<file path="config.mk">
export PLATFORM = sky130hd
export DESIGN_NAME = digitizer_event_unpacker
export DESIGN_NICKNAME = d
export VERILOG_FILES = /design/src/rtl/deu_pkg.sv /design/src/rtl/deu_ctrl.sv /design/src/rtl/deu_datapath.sv /design/src/rtl/digitizer_event_unpacker.sv
export SDC_FILE = /design/constraint.sdc
export NUM_CORES = 1
export LEC_CHECK = 0
export BUFFER_PORTS_ARGS = -buffer_cell sky130_fd_sc_hd__buf_2
export CAP_MARGIN = 25
export CORE_MARGIN = 2
export CORE_UTILIZATION = 37
export CTS_BUF_LIST = sky130_fd_sc_hd__clkbuf_8
export DETAILED_ROUTE_END_ITERATION = 8
export PLACE_DENSITY = 0.56
export SYNTH_ARGS = -nofsm -noshare
export SYNTH_HDL_FRONTEND = slang
export SYNTH_SLANG_ARGS = --single-unit
export TNS_END_PERCENT = 5
</file>
<file path="constraint.sdc">
create_clock -name clk -period 7.43 [get_ports clk]
set_input_delay 0.3715 -clock clk [delete_from_list [all_inputs] [get_ports clk]]
set_output_delay 0.3715 -clock clk [all_outputs]
set_load 0.02 [all_outputs]
</file>
<file path="src/rtl/deu_pkg.sv">
`timescale 1ns / 1ps
// ----------------------------------------------------------------------------
// deu_pkg
// Shared types and constants of the digitizer event unpacker: parse states,
// record and error codes, and the command and status bundles between the
// controller and the datapath.
// ----------------------------------------------------------------------------
package deu_pkg;

  localparam int NUM_CHANNELS_DEF = 8;

  localparam int WORD_W   = 32;
  localparam int LEN_W    = 24;
  localparam int SAMP_W   = 16;
  localparam int CNT_W    = 25;
  localparam int TICK_W   = 64;
  localparam int ROLL_W   = 33;
  localparam int TAG_SHIFT = 31;

  localparam logic [7:0] FILE_TAG  = 8'hB0;
  localparam logic [7:0] EVENT_TAG = 8'hA0;
  localparam logic [LEN_W-1:0] EVENT_HDR_WORDS = 24'd4;

  typedef enum logic [3:0] {
    ST_FILE,
    ST_SKIP,
    ST_H0,
    ST_H1,
    ST_H2,
    ST_H3,
    ST_DATA,
    ST_HIGH,
    ST_HALT
  } state_t;

  typedef enum logic [1:0] {
    REC_HEADER = 2'd0,
    REC_SAMPLE = 2'd1,
    REC_ERROR  = 2'd2
  } record_kind_t;

  typedef enum logic [1:0] {
    ERR_NONE      = 2'd0,
    ERR_NO_FLAG   = 2'd1,
    ERR_NOT_DIVIS = 2'd2,
    ERR_SHORT     = 2'd3
  } error_code_t;

  typedef struct packed {
    logic        file_hdr;
    logic        skip_dec;
    logic        h0_cap;
    logic        h1_cap;
    logic        h2_cap;
    logic        h3_cap;
    logic        load_hdr;
    logic        load_err;
    error_code_t err_code;
    logic        load_lo;
    logic        load_hi;
    logic        finish;
  } cmd_t;

  typedef struct packed {
    logic top_b0;
    logic top_a0;
    logic low_lt4;
    logic low_gt1;
    logic skip_one;
    logic limit_hit;
    logic div_busy;
    logic count_zero;
    logic words_zero;
    logic rem_nz;
    logic sample_end;
    logic out_free;
  } status_t;

endpackage

</file>
<file path="src/rtl/deu_ctrl.sv">
`timescale 1ns / 1ps
// ----------------------------------------------------------------------------
// deu_ctrl
// Parse controller: walks the file header, the four event header words and
// the data words, and issues load and capture commands to the datapath.
// ----------------------------------------------------------------------------
module deu_ctrl (
  input  logic             clk,
  input  logic             rst_n,
  input  logic             in_valid,
  output logic             in_stall,
  input  deu_pkg::status_t sts,
  output deu_pkg::cmd_t    cmd
);
  import deu_pkg::*;

  state_t state_r;
  state_t state_nxt;
  logic   ready;
  logic   acc;

  always_ff @(posedge clk) begin
    if (!rst_n) begin
      state_r <= ST_FILE;
    end else begin
      state_r <= state_nxt;
    end
  end

  always_comb begin
    unique case (state_r)
      ST_FILE, ST_H0, ST_DATA:      ready = sts.out_free;
      ST_SKIP, ST_H1, ST_H2, ST_HALT: ready = 1'b1;
      ST_H3:                        ready = sts.out_free && !sts.div_busy;
      ST_HIGH:                      ready = 1'b0;
      default:                      ready = 1'b0;
    endcase
  end

  assign in_stall = !ready;
  assign acc      = in_valid && ready;

  // Next state.
  always_comb begin
    state_nxt = state_r;
    unique case (state_r)
      ST_FILE, ST_H0: begin
        if (acc) begin
          if (state_r == ST_FILE && sts.top_b0) begin
            state_nxt = sts.low_gt1 ? ST_SKIP : ST_H0;
          end else if (sts.limit_hit) begin
            state_nxt = ST_H0;
          end else if (!sts.top_a0 || sts.low_lt4) begin
            state_nxt = ST_HALT;
          end else begin
            state_nxt = ST_H1;
          end
        end
      end
      ST_SKIP: begin
        if (acc && sts.skip_one) begin
          state_nxt = ST_H0;
        end
      end
      ST_H1: begin
        if (acc) begin
          state_nxt = ST_H2;
        end
      end
      ST_H2: begin
        if (acc) begin
          state_nxt = ST_H3;
        end
      end
      ST_H3: begin
        if (acc) begin
          if (sts.count_zero ? !sts.words_zero : sts.rem_nz) begin
            state_nxt = ST_HALT;
          end else if (sts.words_zero) begin
            state_nxt = ST_H0;
          end else begin
            state_nxt = ST_DATA;
          end
        end
      end
      ST_DATA: begin
        if (acc) begin
          state_nxt = sts.sample_end ? ST_H0 : ST_HIGH;
        end
      end
      ST_HIGH: begin
        if (sts.out_free) begin
          state_nxt = sts.sample_end ? ST_H0 : ST_DATA;
        end
      end
      ST_HALT: state_nxt = ST_HALT;
      default: state_nxt = ST_HALT;
    endcase
  end

  // Commands.
  always_comb begin
    cmd = '0;
    cmd.err_code = ERR_NONE;
    unique case (state_r)
      ST_FILE, ST_H0: begin
        if (acc) begin
          if (state_r == ST_FILE && sts.top_b0) begin
            cmd.file_hdr = 1'b1;
          end else if (!sts.limit_hit) begin
            if (!sts.top_a0) begin
              cmd.load_err = 1'b1;
              cmd.err_code = ERR_NO_FLAG;
            end else if (sts.low_lt4) begin
              cmd.load_err = 1'b1;
              cmd.err_code = ERR_SHORT;
            end else begin
              cmd.h0_cap = 1'b1;
            end
          end
        end
      end
      ST_SKIP: cmd.skip_dec = acc;
      ST_H1:   cmd.h1_cap   = acc;
      ST_H2:   cmd.h2_cap   = acc;
      ST_H3: begin
        if (acc) begin
          cmd.h3_cap = 1'b1;
          if (sts.count_zero ? !sts.words_zero : sts.rem_nz) begin
            cmd.load_err = 1'b1;
            cmd.err_code = ERR_NOT_DIVIS;
          end else begin
            cmd.load_hdr = 1'b1;
            cmd.finish   = sts.words_zero;
          end
        end
      end
      ST_DATA: begin
        if (acc) begin
          cmd.load_lo = 1'b1;
          cmd.finish  = sts.sample_end;
        end
      end
      ST_HIGH: begin
        if (sts.out_free) begin
          cmd.load_hi = 1'b1;
          cmd.finish  = sts.sample_end;
        end
      end
      ST_HALT: cmd = '0;
      default: cmd = '0;
    endcase
  end

endmodule

</file>
<file path="src/rtl/deu_datapath.sv">
`timescale 1ns / 1ps
// ----------------------------------------------------------------------------
// deu_datapath
// Event registers, time-tag rollover extension, a serial divider for the
// samples per channel, sample sequencing and the output register.
// ----------------------------------------------------------------------------
module deu_datapath #(
  parameter int NUM_CHANNELS = deu_pkg::NUM_CHANNELS_DEF
) (
  input  logic                        clk,
  input  logic                        rst_n,
  input  logic [deu_pkg::WORD_W-1:0]  in_data_word,
  input  logic                        cfg_wr_en,
  input  logic [deu_pkg::LEN_W-1:0]   cfg_wr_data,
  input  deu_pkg::cmd_t               cmd,
  output deu_pkg::status_t            sts,
  output logic                        out_valid,
  input  logic                        out_stall,
  output logic [1:0]                  out_record_kind,
  output logic [1:0]                  out_error_code,
  output logic [2:0]                  out_channel_id,
  output logic [deu_pkg::SAMP_W-1:0]  out_sample_value,
  output logic [deu_pkg::LEN_W-1:0]   out_event_number,
  output logic [deu_pkg::TICK_W-1:0]  out_trigger_ticks,
  output logic [7:0]                  out_channel_mask,
  output logic [3:0]                  out_channel_count,
  output logic [deu_pkg::CNT_W-1:0]   out_channel_samples,
  output logic                        out_event_end,
  output logic                        out_last
);
  import deu_pkg::*;

  localparam logic [7:0] ChanMask = 8'((1 << NUM_CHANNELS) - 1);
  localparam int DivSteps = CNT_W;
  localparam int DivCntW  = $clog2(DivSteps + 1);

  function automatic logic [3:0] pop8(input logic [7:0] m);
    logic [3:0] n;
    n = '0;
    for (int i = 0; i < 8; i++) begin
      n = n + {3'd0, m[i]};
    end
    return n;
  endfunction

  // Channel number of the slot-th set bit of the mask.
  function automatic logic [2:0] slot_chan(input logic [7:0] m, input logic [2:0] slot);
    logic [3:0] seen;
    logic [2:0] ch;
    logic       found;
    seen  = '0;
    ch    = '0;
    found = 1'b0;
    for (int i = 0; i < 8; i++) begin
      if (m[i] && !found) begin
        if (seen == {1'b0, slot}) begin
          ch    = 3'(i);
          found = 1'b1;
        end
        seen = seen + 4'd1;
      end
    end
    return ch;
  endfunction

  logic [LEN_W-1:0]  limit_r;
  logic [LEN_W-1:0]  skip_left_r;
  logic [LEN_W-1:0]  data_words_r;
  logic [7:0]        mask_r;
  logic [3:0]        count_r;
  logic [CNT_W-1:0]  pcs_r;
  logic [2:0]        slot_r;
  logic [CNT_W-1:0]  sic_r;
  logic [CNT_W-1:0]  left_r;
  logic [LEN_W-1:0]  counter_r;
  logic [WORD_W-1:0] prev_tag_r;
  logic [ROLL_W-1:0] roll_r;
  logic [TICK_W-1:0] ticks_r;
  logic [LEN_W-1:0]  done_r;
  logic [SAMP_W-1:0] hi_half_r;

  logic [CNT_W-1:0]   div_q_r;
  logic [3:0]         div_rem_r;
  logic [DivCntW-1:0] div_cnt_r;

  logic [7:0]        top;
  logic [LEN_W-1:0]  low;
  logic [7:0]        mask_in;
  logic [ROLL_W-1:0] roll_nxt;
  logic [TICK_W-1:0] ticks_nxt;
  logic [CNT_W-1:0]  total;
  logic [CNT_W-1:0]  pcs_nxt;
  logic [4:0]        div_trial;
  logic              div_ge;
  logic [CNT_W-1:0]  sic_inc;
  logic              sample_load;
  logic [2:0]        chan;

  logic              out_valid_r;
  logic [1:0]        out_kind_r;
  logic [1:0]        out_code_r;
  logic [2:0]        out_chan_r;
  logic [SAMP_W-1:0] out_samp_r;
  logic [LEN_W-1:0]  out_evnum_r;
  logic [TICK_W-1:0] out_ticks_r;
  logic [7:0]        out_mask_r;
  logic [3:0]        out_count_r;
  logic [CNT_W-1:0]  out_pcs_r;
  logic              out_end_r;
  logic              out_last_r;

  assign top     = in_data_word[WORD_W-1 -: 8];
  assign low     = in_data_word[LEN_W-1:0];
  assign mask_in = in_data_word[7:0] & ChanMask;
  assign total   = {data_words_r, 1'b0};

  assign roll_nxt  = (in_data_word < prev_tag_r) ? roll_r + ROLL_W'(1) : roll_r;
  assign ticks_nxt = {roll_nxt, {TAG_SHIFT{1'b0}}} + {{(TICK_W-WORD_W){1'b0}}, in_data_word};
  assign pcs_nxt   = (count_r == 4'd0) ? '0 : div_q_r;

  assign div_trial = {div_rem_r, div_q_r[CNT_W-1]};
  assign div_ge    = div_trial >= {1'b0, count_r};

  assign sample_load = cmd.load_lo || cmd.load_hi;
  assign sic_inc     = sic_r + CNT_W'(1);
  assign chan        = slot_chan(mask_r, slot_r);

  always_comb begin
    sts.top_b0     = (top == FILE_TAG);
    sts.top_a0     = (top == EVENT_TAG);
    sts.low_lt4    = (low < EVENT_HDR_WORDS);
    sts.low_gt1    = (low > LEN_W'(1));
    sts.skip_one   = (skip_left_r == LEN_W'(1));
    sts.limit_hit  = (limit_r != '0) && (done_r >= limit_r);
    sts.div_busy   = (div_cnt_r != '0);
    sts.count_zero = (count_r == 4'd0);
    sts.words_zero = (data_words_r == '0);
    sts.rem_nz     = (div_rem_r != 4'd0);
    sts.sample_end = (left_r == CNT_W'(1));
    sts.out_free   = !out_valid_r || !out_stall;
  end

  // Control and event state.
  always_ff @(posedge clk) begin
    if (!rst_n) begin
      limit_r    <= '0;
      done_r     <= '0;
      roll_r     <= '0;
      prev_tag_r <= '0;
      div_cnt_r  <= '0;
    end else begin
      if (cfg_wr_en) begin
        limit_r <= cfg_wr_data;
      end
      if (cmd.finish && done_r != '1) begin
        done_r <= done_r + LEN_W'(1);
      end
      if (cmd.h3_cap) begin
        roll_r     <= roll_nxt;
        prev_tag_r <= in_data_word;
      end
      if (cmd.h1_cap) begin
        div_cnt_r <= DivCntW'(DivSteps);
      end else if (div_cnt_r != '0) begin
        div_cnt_r <= div_cnt_r - DivCntW'(1);
      end
    end
  end

  always_ff @(posedge clk) begin
    if (cmd.file_hdr) begin
      skip_left_r <= low - LEN_W'(1);
    end else if (cmd.skip_dec) begin
      skip_left_r <= skip_left_r - LEN_W'(1);
    end
    if (cmd.h0_cap) begin
      data_words_r <= low - EVENT_HDR_WORDS;
    end
    if (cmd.h1_cap) begin
      mask_r    <= mask_in;
      count_r   <= pop8(mask_in);
      div_q_r   <= {data_words_r, 1'b0};
      div_rem_r <= '0;
    end else if (div_cnt_r != '0) begin
      // Restoring division, one quotient bit per cycle.
      div_q_r   <= {div_q_r[CNT_W-2:0], div_ge};
      div_rem_r <= div_ge ? 4'(div_trial - {1'b0, count_r}) : div_trial[3:0];
    end
    if (cmd.h2_cap) begin
      counter_r <= low;
    end
    if (cmd.h3_cap) begin
      ticks_r <= ticks_nxt;
    end
    if (cmd.load_hdr) begin
      pcs_r  <= pcs_nxt;
      left_r <= total;
      slot_r <= '0;
      sic_r  <= '0;
    end else if (sample_load) begin
      left_r <= left_r - CNT_W'(1);
      if (sic_inc >= pcs_r) begin
        sic_r  <= '0;
        slot_r <= slot_r + 3'd1;
      end else begin
        sic_r <= sic_inc;
      end
    end
    if (cmd.load_lo) begin
      hi_half_r <= in_data_word[WORD_W-1:SAMP_W];
    end
  end

  // Output register.
  always_ff @(posedge clk) begin
    if (!rst_n) begin
      out_valid_r <= 1'b0;
    end else if (cmd.load_hdr || cmd.load_err || sample_load) begin
      out_valid_r <= 1'b1;
    end else if (!out_stall) begin
      out_valid_r <= 1'b0;
    end
  end

  always_ff @(posedge clk) begin
    if (cmd.load_err) begin
      out_kind_r  <= REC_ERROR;
      out_code_r  <= cmd.err_code;
      out_chan_r  <= '0;
      out_samp_r  <= '0;
      out_evnum_r <= '0;
      out_ticks_r <= '0;
      out_mask_r  <= '0;
      out_count_r <= '0;
      out_pcs_r   <= '0;
      out_end_r   <= 1'b0;
      out_last_r  <= 1'b1;
    end else if (cmd.load_hdr) begin
      out_kind_r  <= REC_HEADER;
      out_code_r  <= ERR_NONE;
      out_chan_r  <= '0;
      out_samp_r  <= '0;
      out_evnum_r <= counter_r;
      out_ticks_r <= ticks_nxt;
      out_mask_r  <= mask_r;
      out_count_r <= count_r;
      out_pcs_r   <= pcs_nxt;
      out_end_r   <= (data_words_r == '0);
      out_last_r  <= 1'b1;
    end else if (sample_load) begin
      out_kind_r  <= REC_SAMPLE;
      out_code_r  <= ERR_NONE;
      out_chan_r  <= chan;
      out_samp_r  <= cmd.load_lo ? in_data_word[SAMP_W-1:0] : hi_half_r;
      out_evnum_r <= counter_r;
      out_ticks_r <= ticks_r;
      out_mask_r  <= mask_r;
      out_count_r <= count_r;
      out_pcs_r   <= pcs_r;
      out_end_r   <= (left_r == CNT_W'(1));
      out_last_r  <= cmd.load_hi || (left_r == CNT_W'(1));
    end
  end

  assign out_valid           = out_valid_r;
  assign out_record_kind     = out_kind_r;
  assign out_error_code      = out_code_r;
  assign out_channel_id      = out_chan_r;
  assign out_sample_value    = out_samp_r;
  assign out_event_number    = out_evnum_r;
  assign out_trigger_ticks   = out_ticks_r;
  assign out_channel_mask    = out_mask_r;
  assign out_channel_count   = out_count_r;
  assign out_channel_samples = out_pcs_r;
  assign out_event_end       = out_end_r;
  assign out_last            = out_last_r;

endmodule

</file>
<file path="src/rtl/digitizer_event_unpacker.sv">
`timescale 1ns / 1ps
// A result enters the output register at the edge that accepts the beat causing it.
// File-header and the first three event-header words are accepted as they arrive.
// The fourth header word waits for the 25-step serial divider started by the second
// header word. Each data word carries two samples, which leave one at a time through
// the single output register; the next word waits for both. Output stalls hold input.
// Reset (synchronous, active low) clears the parse state, counters and event limit.
// ----------------------------------------------------------------------------
// digitizer_event_unpacker
// Unpacks a digitizer word stream into event header, sample and error
// records, with a controller and a datapath joined by command and status.
// ----------------------------------------------------------------------------
module digitizer_event_unpacker #(
  parameter int NUM_CHANNELS = deu_pkg::NUM_CHANNELS_DEF
) (
  input  logic                        clk,
  input  logic                        rst_n,
  input  logic                        cfg_wr_en,
  input  logic [deu_pkg::LEN_W-1:0]   cfg_wr_data,
  input  logic                        in_valid,
  output logic                        in_stall,
  input  logic [deu_pkg::WORD_W-1:0]  in_data_word,
  output logic                        out_valid,
  input  logic                        out_stall,
  output logic [1:0]                  out_record_kind,
  output logic [1:0]                  out_error_code,
  output logic [2:0]                  out_channel_id,
  output logic [deu_pkg::SAMP_W-1:0]  out_sample_value,
  output logic [deu_pkg::LEN_W-1:0]   out_event_number,
  output logic [deu_pkg::TICK_W-1:0]  out_trigger_ticks,
  output logic [7:0]                  out_channel_mask,
  output logic [3:0]                  out_channel_count,
  output logic [deu_pkg::CNT_W-1:0]   out_channel_samples,
  output logic                        out_event_end,
  output logic                        out_last
);
  import deu_pkg::*;

  cmd_t    cmd;
  status_t sts;

  deu_ctrl u_ctrl (
    .clk      (clk),
    .rst_n    (rst_n),
    .in_valid (in_valid),
    .in_stall (in_stall),
    .sts      (sts),
    .cmd      (cmd)
  );

  deu_datapath #(
    .NUM_CHANNELS (NUM_CHANNELS)
  ) u_datapath (
    .clk                 (clk),
    .rst_n               (rst_n),
    .in_data_word        (in_data_word),
    .cfg_wr_en           (cfg_wr_en),
    .cfg_wr_data         (cfg_wr_data),
    .cmd                 (cmd),
    .sts                 (sts),
    .out_valid           (out_valid),
    .out_stall           (out_stall),
    .out_record_kind     (out_record_kind),
    .out_error_code      (out_error_code),
    .out_channel_id      (out_channel_id),
    .out_sample_value    (out_sample_value),
    .out_event_number    (out_event_number),
    .out_trigger_ticks   (out_trigger_ticks),
    .out_channel_mask    (out_channel_mask),
    .out_channel_count   (out_channel_count),
    .out_channel_samples (out_channel_samples),
    .out_event_end       (out_event_end),
    .out_last            (out_last)
  );

endmodule
</file>
Word-level counts from Yosys, hierarchy flattened
Cells that the tools add are included.
Cells by class
  add/sub/neg operators: 24
  multiply operators: 0
  div/mod/pow operators: 0
  magnitude comparators: 6
  equal/unequal tests: 28
  shifts and indexed selects: 0
  muxes and demuxes: 115
  bitwise operators: 1
  reductions and logical operators: 50
Operators with widths (count)
  two-way mux 25 bit: 8
  two-way mux 64 bit: 2
  two-way mux 24 bit: 4
  two-way mux 4 bit: 20
  two-way mux 3 bit: 22
  adder 64 x 32 -> 64 bit: 1
  subtractor 24 x 1 -> 24 bit, second input constant: 2
  two-way mux 1 bit: 40
  adder 33 x 1 -> 33 bit, second input constant: 1
  two-way mux 33 bit: 1
  less-than comparator 32 bit: 1
  equality test 4 x 3 -> 1 bit: 7
  case mux 4 bit (7 select lines): 1
  adder 25 x 1 -> 25 bit, second input constant: 1
  equality test 25 x 1 -> 1 bit, second input constant: 1
  greater-or-equal comparator 25 bit: 1
  subtractor 25 x 1 -> 25 bit, second input constant: 1
  adder 24 x 1 -> 24 bit, second input constant: 1
  adder 4 x 1 -> 4 bit: 6
  adder 4 x 1 -> 4 bit, second input constant: 6
  equality test 24 x 1 -> 1 bit, second input constant: 1
  greater-or-equal comparator 24 bit: 1
  > comparator 24 x 1 -> 1 bit, second input constant: 1
  logical NOT 24 bit: 1
  other kinds (36): 93
Word-level totals
  bits in registers: 544
  bits in latches: 0
  memory bits (writable): 0
  ROM bits: 0
  bits of input ports: 61
  output and inout port bits: 152
  memories kept: 0

Longest topological paths before layout
Gate-level depths: netlist (run 1).
  depth in word-level cells: 24
  mapped depth: 24
  mapped depth without buffers: 22

By module
From an unflattened synthesis (run 1), not the netlist that was laid out.
Unflattened totals
  cells, all modules: 3093
  area total of the unflattened synthesis: 28418.5 sq um
Modules (own cells, without submodules)
  deu_datapath: times used 1, cells an instance 3007, area an instance 27805.4 sq um, seq. area each 13202.7 sq um
  deu_ctrl: times used 1, cells an instance 86, area an instance 613.1 sq um, seq. area each 80.1 sq um

Least setup slack after synthesis (run 1)
No wires, ideal clock.
  path kind: reg-to-reg
  from: register u_datapath.slot_r[0]
  to: register u_datapath.out_chan_r[0] (netlist: u_datapath.out_channel_id[0])
  data arrival time: 5.117 ns
  required time: 7.371 ns
  setup slack: 2.255 ns
  stages on the path, launching flop included: 23
  clock period less this slack: 5.175 ns
  cell sequence: dfxtp_1 -> buf_4 -> inv_1 -> ha_1 -> nand3b_1 -> nand2_1 -> ha_1 -> buf_2 -> xor2_1 -> nor2_1 -> a41oi_1 -> mux2_2 -> ha_1 -> mux2_2 -> ha_1 -> mux2_2 -> ha_1 -> xnor2_1 -> a211oi_1 -> a2111oi_0 -> o22ai_1 -> nand3_1 -> o221a_2
Between the ends
  cells in the longest elaborated chain, start to end: 24
RTL lines
  start: declaration: RTL line deu_datapath.sv:72  | logic [2:0] slot_r;
  start signal: assignment: RTL line deu_datapath.sv:204  | slot_r <= slot_r + 3'd1;
  branches (longest 23 deep; another with adder 4 x 1 -> 4 bit)
  two-way mux 3 bit (*): RTL line deu_datapath.sv:55  | if (m[i] && !found) begin
  end signal: assignment: RTL line deu_datapath.sv:253  | out_chan_r <= chan;
  end: declaration: RTL line deu_datapath.sv:102  | logic [2:0] out_chan_r;
Every way passes the cells marked *.
A chain may end at the register's enable or synchronous reset.

Worst setup path after layout (run 1)
  from: register u_datapath.slot_r[1]
  to: register u_datapath.out_chan_r[0] (netlist: u_datapath.out_channel_id[0])
Same word-level chain as after synthesis.

==> results of run 1 <==
[per-stage QoR]
stage,instance area [um^2],cells
CTS,31600,4059
finish,31700,4061
detailed placement,29300,3845
global placement,29300,3845
floorplan,27400,2806
global route,31700,4061
[cells in the mapped netlist, types with 13 or more instances]
cell type	n
a21boi_0	47
nor4_1	37
nor3_1	54
o21ai_0	77
xor2_1	76
inv_1	124
edfxtp_1	239
nand2b_1	18
a22o_1	33
nor3b_1	18
a31oi_1	13
nand3_1	57
and2_1	63
and3_1	33
ha_1	107
nand4_1	31
nand2_1	376
nor2_1	130
o211ai_1	13
or3_1	36
a22oi_1	94
a21o_1	51
nor2b_1	66
clkbuf_1	136
o2bb2ai_1	13
dfxtp_1	305
a21oi_1	181
mux2i_1	35
xnor2_1	149
[metal layers]
metal  GRT usage  wire (um)  vias up
met2       0.325      36200      674
met1       0.276      36600    10700
met5           0         39        -
met3      0.0428       5010      115
li1            -          -    10400
met4      0.0685       1970        6
[state kept, by name, summed over array words and instances, names as in the netlist, 4 cells and up]
name                            flops
u_datapath.done_r                  24
u_ctrl.state_r                      4
u_datapath.data_words_r            24
u_datapath.div_cnt_r                5
u_datapath.mask_r                   8
u_datapath.sic_r                   25
u_datapath.div_rem_r                4
u_datapath.div_q_r                 25
u_datapath.out_event_number        24
u_datapath.out_channel_count        4
u_datapath.skip_left_r             24
u_datapath.counter_r               24
u_datapath.left_r                  25
u_datapath.roll_r                  33
u_datapath.count_r                  4
u_datapath.ticks_r                 64
u_datapath.out_channel_mask         8
u_datapath.out_trigger_ticks       64
u_datapath.out_channel_samples     25
u_datapath.limit_r                 24
u_datapath.prev_tag_r              32
u_datapath.hi_half_r               16
u_datapath.pcs_r                   25
u_datapath.out_sample_value        16
[kinds of logic after synthesis]
logic type                 Yosys count  synth area share
DFF                                544             0.485
AOI/OAI and AO/OA                  624             0.155
muxes                               40            0.0150
xor gates and xnor gates           232            0.0772
adders and majority gates          112            0.0525
buffers and inverters              283            0.0398
and+or+nand+nor                    971             0.176
[cell type report]
| class | count | area (um^2) | area share |
|---|---|---|---|
| multi-input cells | 1979 | 13100 | 0.414 |
| flip-flops and latches | 544 | 13300 | 0.420 |
| well taps | 959 | 1200 | 0.0379 |
| clock inverters | 68 | 427 | 0.0135 |
| clock buffers | 112 | 1540 | 0.0487 |
| inverters | 126 | 478 | 0.0151 |
| diodes | 1 | 2.50 | 0.0000791 |
| repair buffers | 272 | 1630 | 0.0515 |
[timing repair]
item,in CTS,in global routing
hold buffers,34,0
buffers inserted,0,0
hold endpoints to repair,56,0
[power groups by stage]
stage	registers, uW	logic (uW)	clock network, uW
4_1_cts	3400	694	2900
3_3_place_gp	3460	657	0
2_1_floorplan	3410	487	0
6_report	3390	723	2820
5_1_grt	3410	802	3030
3_5_place_dp	3460	677	0
[how the worst max path moves through the flow]
stage	from	endpoint	slack, ps	cells after the start
6_report	u_datapath.slot_r[1]	u_datapath.out_channel_id[0]	1280	20
5_1_grt	u_datapath.slot_r[1]	u_datapath.out_channel_id[1]	700	20
4_1_cts	u_datapath.slot_r[1]	u_datapath.out_channel_id[0]	1320	20
3_5_place_dp	u_datapath.slot_r[1]	u_datapath.out_channel_id[0]	1340	20
3_3_place_gp	u_datapath.slot_r[1]	u_datapath.out_channel_id[0]	1330	20
2_1_floorplan	u_datapath.slot_r[0]	u_datapath.out_channel_id[0]	2250	22
[worst reg2reg max path: cells and delay by family, from the launching register on]
family,cells,cell delay [ps]
adder cells (fa/ha/maj),5,1590
AO/OA/AOI/OAI,5,1440
multiplexers,3,1060
AND/OR/NAND/NOR,4,640
flip-flops,1,600
XOR/XNOR,2,520
buffers and inverters,1,250
==> flow_metrics.py, run 1 <==
metrics = {
    "worst_setup_path": {
        "worst_setup_path_start_kind": "register",
        "cpMostUsedCell": "ha_1",
        "cp_num_buf_inv": 1,
        "crit_family": "adder cells",
        "crit_arrival_ps": 6790,
        "critical_path_class": "register to register",
        "cp.required_ps": 8060,
        "reg2reg_from": "u_datapath.slot_r[1]",
        "r2r-end": "u_datapath.out_channel_id[0]",
        "cp-end-kind": "register",
        "slowest_delay_ps": 600,
        "worstRegToRegCells": 20,
        "cp_max_fo": 14,
        "r2r_slack_ps": 1280,
        "crit_slowest_cell": "dfxtp_1",
        "crit_chain": "inv_1 > ha_1 > nand3b_1 > nand2_1 > ha_1 > xor2_1 > nor2_1 > a41oi_1 > mux2_2 > ha_1 > mux2_2 > ha_1 > mux2_2 > ha_1 > xnor2_1 > a211oi_1 > a2111oi_0 > o22ai_1 > nand3_1 > o221a_2",
    },
    "sta": {
        "worst_pin_slew_ps": 1020,
        "finClkSkew_ps": 44.9,
        "period_share": 0.828,
        "hold_viol": 0,
        "setup_viol": 0,
        "rsz0062_at_grt": "no",
        "fmax_mhz": 163,
        "finalSetupTns_ps": 0,
        "timing.hold.ws_ps": 58.2,
        "setup_ws_ps": 1280,
        "slew_headroom": 0.318,
        "period_minus_slack_ps": 6150,
        "drv_slew": 0,
    },
    "route": {
        "vias_per_cell": 5.41,
        "finalWirelength_mm": 79.9,
        "via_count": 22000,
        "firstDrtPassIters": 8,
        "routedWlPerCell_um": 19.7,
        "drc_errors": 0,
        "detail-route-antenna-nets": 0,
        "drtIter0Drc": 1722,
    },
    "job": {
        "drv_cap": 0,
    },
    "grt": {
        "grt-ovfl-total": 0,
        "grt_max_degree": 126,
        "grt_pass1_wl_mm": 124,
        "grt_use_total": 0.204,
        "antenna_found_initial": 4,
        "grt_pass1_vias": 21700,
    },
    "layout": {
        "mostFrequentLayoutCells": "nand2_1, dfxtp_1, edfxtp_1, buf_2, a21oi_1",
        "n_fill_cell": 7090,
        "final_net_count": 3193,
        "drive_above_1_share": 0.138,
        "finish.utilization": 0.432,
        "area_delta_synth_final_pct": 15.5,
        "final_common_cell": "nand2_1",
    },
    "yosys": {
        "syn_nets": 2979,
        "ys_seq_area_frac": 0.485,
        "syn_area_per_cell_um2": 9.77,
        "synthCells": 2806,
        "ys_warn_count": 0,
        "syn_area_um2": 27400,
        "synth_top_area_cell": "edfxtp_1",
        "synthTopCellsByArea": "edfxtp_1, dfxtp_1, nand2_1",
        "synth-seq-cells": 544,
        "yosysTopAreaCellShare": 0.262,
        "synth_edf_count": 239,
        "synth-async-reset-ratio": 0,
        "ys.flop_type": "dfxtp_1",
        "ys_types": 101,
    },
    "run_status": {
        "status": "finished, final reports clean",
    },
    "floorplan": {
        "fp.dieH_um": 276,
        "start_util": 0.374,
        "die_x_um": 276,
        "core_area_um2": 73200,
        "rows": 99,
        "pin_count": 213,
        "die-area_um2": 76300,
    },
    "clock_tree": {
        "cts_buffers": 97,
        "cts_root_buffer": "clkbuf_8",
        "clockBufferDepth": 3,
        "post_cts_resized": 0,
        "clock_latency_ps": 710,
        "clk_pin_slew_ps": 60,
        "cts_htree_levels": 3,
        "cts_tree": "yes",
        "cts_sinks": 544,
    },
    "worst_hold_path": {
        "holdPathStages": 3,
        "min_path_type": "primary input to register",
        "whs_endpoint": "u_datapath.prev_tag_r[17]",
        "worstHoldStart": "in_data_word[17]",
    },
    "power": {
        "seqPwrFrac": 0.490,
        "internal-power_uw": 5100,
        "finalPower_uw": 6930,
        "power_frac_comb": 0.104,
        "switching_power_uw": 1830,
        "ir_worst_vdd_mv": 0.147,
        "switching_share": 0.264,
        "power_frac_clock": 0.406,
        "p_leak_uw": 0.0123,
        "powerDensity_nw_per_um2": 219,
    },
    "placed_design": {
        "dp_hpwl_mm": 54.4,
        "pre_cts_ws_ps": 1340,
        "port_buffers": 212,
        "globalplace.congestion": 0.849,
    },
}
No activity file was read; power rests on OpenSTA's default activity.
==> run 2: changes to the inputs <==
==> constraint.sdc (replaced) <==
create_clock -name clk -period 6.1 [get_ports clk]
set_input_delay 0.305 -clock clk [delete_from_list [all_inputs] [get_ports clk]]
set_output_delay 0.305 -clock clk [all_outputs]
set_load 0.02 [all_outputs]
==> run 2 against run 1 <==
Register-to-register slack lost 440 ps. Sequential cell count is the same. Combinational power grew 26%. Hold slack gained 34 ps. Utilization grew 0.43 points. First-iteration DRC count shrank 5.5%. Critical path depth is the same. Non-clock buffer count grew 34. Clock skew shrank 6.6 ps. Global-route usage grew 0.24 points.
==> flow_metrics.py, run 2 (same netlist as run 1, synthesis figures left out) <==
metrics = {
    "run_status": {
        "status": "finished, final reports clean",
    },
    "route": {
        "finalWirelength_mm": 80.6,
        "drtIter0Drc": 1627,
        "firstDrtPassIters": 7,
        "drc_errors": 0,
        "detail-route-antenna-nets": 0,
        "routedWlPerCell_um": 19.7,
        "vias_per_cell": 5.38,
        "via_count": 22000,
    },
    "sta": {
        "period_share": 0.863,
        "worst_pin_slew_ps": 964,
        "rsz0062_at_grt": "no",
        "setup_viol": 0,
        "finClkSkew_ps": 38.3,
        "slew_headroom": 0.349,
        "timing.hold.ws_ps": 91.9,
        "hold_viol": 0,
        "finalSetupTns_ps": 0,
        "drv_slew": 0,
        "fmax_mhz": 190,
        "period_minus_slack_ps": 5260,
    },
    "worst_setup_path": {
        "crit_chain": "inv_1 > ha_1 > nand3b_1 > nand2_1 > ha_1 > xor2_1 > nor2_1 > a41oi_1 > mux2_2 > ha_1 > mux2_2 > ha_1 > mux2_2 > ha_1 > xnor2_1 > a211oi_1 > a2111oi_0 > o22ai_1 > nand3_1 > o221a_2",
        "crit_family": "adder cells",
        "worst_setup_path_start_kind": "register",
        "cpMostUsedCell": "ha_1",
        "cp-end-kind": "register",
        "reg2reg_from": "u_datapath.slot_r[1]",
        "slowest_delay_ps": 480,
        "worstRegToRegCells": 20,
        "cp.required_ps": 6750,
        "critical_path_class": "register to register",
        "r2r_slack_ps": 840,
        "cp_max_fo": 7,
        "r2r-end": "u_datapath.out_channel_id[1]",
        "cp_num_buf_inv": 1,
        "crit_slowest_cell": "ha_1",
        "crit_arrival_ps": 5910,
    },
    "grt": {
        "grt-ovfl-total": 0,
        "grt_pass1_vias": 21600,
        "antenna_found_initial": 4,
        "grt_pass1_wl_mm": 125,
        "grt_max_degree": 111,
        "grt_use_total": 0.206,
    },
    "layout": {
        "area_delta_synth_final_pct": 16.6,
        "regArea_um2": 13300,
        "layout.cells.non_filler": 4094,
        "drive_above_1_share": 0.141,
        "final_net_count": 3226,
        "finish.utilization": 0.437,
        "final_common_cell": "nand2_1",
        "n_fill_cell": 7056,
        "mostFrequentLayoutCells": "nand2_1, dfxtp_1, edfxtp_1, buf_2, a21oi_1",
        "multi_input_area_um2": 13100,
    },
    "clock_tree": {
        "cts_tree": "yes",
        "clock_latency_ps": 730,
        "clockBufferDepth": 3,
        "cts_htree_levels": 3,
        "cts_root_buffer": "clkbuf_8",
        "cts_sinks": 544,
        "clk_pin_slew_ps": 60,
        "cts_buffers": 96,
    },
    "placed_design": {
        "dp_hpwl_mm": 54.9,
        "port_buffers": 212,
        "globalplace.congestion": 0.874,
        "placed_cells": 3859,
    },
    "power": {
        "powerDensity_nw_per_um2": 265,
        "p_leak_uw": 0.0124,
        "ir_worst_vdd_mv": 0.210,
    },
    "worst_hold_path": {
        "min_path_type": "primary input to register",
        "holdPathStages": 3,
        "worstHoldStart": "in_data_word[0]",
        "whs_endpoint": "u_datapath.prev_tag_r[0]",
    },
    "floorplan": {
        "die-area_um2": 76300,
        "start_util": 0.374,
        "die_x_um": 276,
        "core_area_um2": 73200,
        "pin_count": 213,
        "fp.dieH_um": 276,
        "rows": 99,
    },
    "job": {
        "drv_cap": 0,
    },
}
==> run 2: timing repair <==
item                      4_1_cts  5_1_grt
gates resized for setup         0        0
hold buffers                   53        0
hold endpoints to repair      123        0
setup buffers                   0        0
==> run 2: how the worst max path moves through the flow <==
| stage | start | cells after the start | slack [ps] | endpoint |
|---|---|---|---|---|
| CTS | u_datapath.slot_r[1] | 20 | 830 | u_datapath.out_channel_id[1] |
| finish | u_datapath.slot_r[1] | 20 | 840 | u_datapath.out_channel_id[1] |
| global placement | u_datapath.slot_r[1] | 20 | 870 | u_datapath.out_channel_id[0] |
| detailed placement | u_datapath.slot_r[1] | 20 | 880 | u_datapath.out_channel_id[0] |
| floorplan | u_datapath.slot_r[0] | 22 | 920 | u_datapath.out_channel_id[0] |
| global route | u_datapath.slot_r[1] | 20 | 330 | u_datapath.out_channel_id[1] |
==> run 2: final cells by class <==
type,instances,area share
well taps,959,0.0375
flip-flops and latches,544,0.415
clock buffers,113,0.0486
diodes,1,0.0000783
inverters,126,0.0150
clock inverters,66,0.0121
repair buffers,306,0.0618
multi-input cells,1979,0.409
==> run 2: where the power goes <==
group	leakage [uW]	internal [uW]	switching, uW
clock	0.00115	1820	1600
combinational	0.00658	374	534
sequential	0.00471	4010	133
==> run 2: metal layers <==
metal  GRT usage  wire [um]
met1       0.279      37200
met3      0.0383       4380
met4      0.0608       1790
met5           0         46
met2       0.337      37200
==> run 2: stage by stage <==
| step | setup WS [ps] | power [uW] | area [um^2] |
|---|---|---|---|
| 2_1_floorplan | 925 | 4740 | 27400 |
| 3_3_place_gp | 869 | 5020 | 29400 |
| 3_5_place_dp | 880 | 5060 | 29400 |
| 4_1_cts | 832 | 8550 | 31900 |
| 5_1_grt | 332 | 8840 | 32000 |
| 6_report | 839 | 8470 | 32000 |
==> run 2: worst reg2reg max path: stages, from the launching register on <==
cell	delay (ps)
dfxtp_1	320
inv_1	120
ha_1	260
nand3b_1	130
nand2_1	90
ha_1	480
xor2_1	330
nor2_1	170
a41oi_1	320
mux2_2	410
ha_1	350
mux2_2	310
ha_1	290
mux2_2	310
ha_1	200
xnor2_1	190
a211oi_1	60
a2111oi_0	390
o22ai_1	170
nand3_1	130
o221a_2	200
==> run 3: changes to the inputs <==
--- a/config.mk
+++ b/config.mk
@@ -7,6 +7,7 @@
 export LEC_CHECK = 0
 export BUFFER_PORTS_ARGS = -buffer_cell sky130_fd_sc_hd__buf_2
 export CAP_MARGIN = 25
+export CORE_ASPECT_RATIO = 1.5
 export CORE_MARGIN = 2
 export CORE_UTILIZATION = 37
 export CTS_BUF_LIST = sky130_fd_sc_hd__clkbuf_8
==> run 3 against run 2 <==
Utilization decreased by 0.24 points. Hold slack gained 5.8 ps. First-iteration DRC count is 8.9% lower. Die area is essentially flat. Fmax is 4.1% lower. Wire length is 3.1% higher. Global-route usage is 0.96 points higher. Register-to-register slack lost 230 ps. Cell count rose by 0.68%. Clock skew up 5.3 ps. Sequential power hardly changed. Critical endpoint is now u_datapath.out_channel_id[0].
==> flow_metrics.py, run 3 (same netlist as run 1, synthesis figures left out) <==
metrics = {
    "run_status": {
        "status": "finished, final reports clean",
    },
    "sta": {
        "worst_pin_slew_ps": 1050,
        "drv_slew": 0,
        "slew_headroom": 0.298,
        "setup_ws_ps": 612,
        "period_minus_slack_ps": 5490,
        "rsz0062_at_grt": "no",
        "hold_viol": 0,
        "finClkSkew_ps": 43.6,
        "setup_viol": 0,
        "finalSetupTns_ps": 0,
        "fmax_mhz": 182,
        "period_share": 0.900,
    },
    "worst_setup_path": {
        "critical_path_class": "register to register",
        "cp-end-kind": "register",
        "worst_setup_path_start_kind": "register",
        "cp_max_fo": 7,
        "r2r_slack_ps": 610,
        "cp.required_ps": 6700,
        "crit_arrival_ps": 6090,
    },
    "grt": {
        "grt_max_degree": 105,
        "antenna_found_initial": 4,
        "grt-ovfl-total": 0,
        "grt_pass1_wl_mm": 128,
        "grt_pass1_vias": 21800,
        "grt_use_total": 0.216,
    },
    "clock_tree": {
        "cts_tree": "yes",
        "cts_htree_levels": 3,
        "post_cts_resized": 0,
        "clk_pin_slew_ps": 60,
        "clockBufferDepth": 3,
        "cts_root_buffer": "clkbuf_8",
        "clock_latency_ps": 730,
        "cts_setup_buffers": 0,
        "cts_sinks": 544,
        "cts_buffers": 90,
        "ctsHoldBuffers": 51,
    },
    "power": {
        "powerDensity_nw_per_um2": 264,
        "p_leak_uw": 0.0124,
        "ir_worst_vdd_mv": 0.168,
    },
    "layout": {
        "mostFrequentLayoutCells": "nand2_1, dfxtp_1, edfxtp_1, buf_2, a21oi_1",
        "final_net_count": 3225,
        "finish.utilization": 0.434,
        "final_common_cell": "nand2_1",
        "drive_above_1_share": 0.143,
        "area_delta_synth_final_pct": 16.6,
    },
    "floorplan": {
        "die_x_um": 226,
        "pin_count": 213,
        "die-area_um2": 76300,
        "fp.dieH_um": 337,
        "core_area_um2": 73600,
        "start_util": 0.373,
        "rows": 122,
    },
    "placed_design": {
        "port_buffers": 212,
        "dp_hpwl_mm": 59.0,
        "globalplace.congestion": 0.860,
        "pre_cts_ws_ps": 635,
    },
    "job": {
        "drv_cap": 0,
    },
    "route": {
        "detail-route-antenna-nets": 0,
        "drtIter0Drc": 1482,
        "finalWirelength_mm": 83.1,
        "drc_errors": 0,
        "via_count": 21900,
        "routedWlPerCell_um": 20.2,
        "vias_per_cell": 5.32,
        "firstDrtPassIters": 5,
    },
    "worst_hold_path": {
        "min_path_type": "primary input to register",
    },
}
## run 3: cell count changes in the layout (fill, tap and decap cells not counted), sizes merged
| cell | change |
|---|---|
| clkbuf | -14 |
| diode | +1 |
| inv | -17 |
| clkinv | +17 |
| dlygate4sd3 | -2 |
| bufinv | +3 |
| buf | +7 |
## run 3: layout make-up
class                   count  area [um^2]
inverters                 126          478
well taps                 992         1240
repair buffers            311         1980
diodes                      2         5.00
fillers                  7222        41600
multi-input cells        1979        13100
clock buffers              99         1360
clock inverters            69          522
flip-flops and latches    544        13300
## run 3: metal layers
metal	up-vias	global-route usage	wire length, um	part of all wire
li1	10500	-	-	-
met1	10600	0.256	33600	0.40
met2	646	0.390	42500	0.51
met3	146	0.0413	4790	0.058
met4	2	0.0697	2160	0.026
met5	-	0	15	0.00018
## run 3: critical path, stage by stage, from the launching register on
cell       delay [ps]
dfxtp_1           330
inv_1             130
ha_1              260
nand3b_1          220
nand2_1           130
ha_1              480
xor2_1            310
nor2_1            160
a41oi_1           310
mux2_2            400
ha_1              310
mux2_2            300
ha_1              260
xnor2_1           190
xnor3_1           220
and4bb_2          310
mux2i_1           200
a2111oi_0          90
o22ai_1           330
nand3_1           150
o221a_2           270
## run 3: worst paths after layout
check	from	endpoint	cells after the start
worst min register to register	u_datapath.out_channel_mask[5]	u_datapath.out_channel_mask[5]	2
worst max-delay path	u_datapath.slot_r[1]	u_datapath.out_channel_id[0]	20
worst max register to register	u_datapath.slot_r[1]	u_datapath.out_channel_id[0]	20
worst min-delay path	in_data_word[5]	u_datapath.prev_tag_r[5]	4
## run 3: report_power, final
group          switching (uW)  internal (uW)  total (uW)
Clock                    1600           1780        3380
Sequential                126           4010        4130
Combinational             535            375         910
## run 3: metrics by stage
stage | area (um^2) | cells | hold WS, ps | total power, uW
CTS | 31900 | 4119 | 32.6 | 8510
floorplan | 27400 | 2806 | 404 | 4740
finish | 32000 | 4122 | 97.7 | 8420
global route | 32000 | 4121 | 59.2 | 8800
detailed placement | 29500 | 3900 | 434 | 5060
global placement | 29500 | 3900 | 431 | 5030
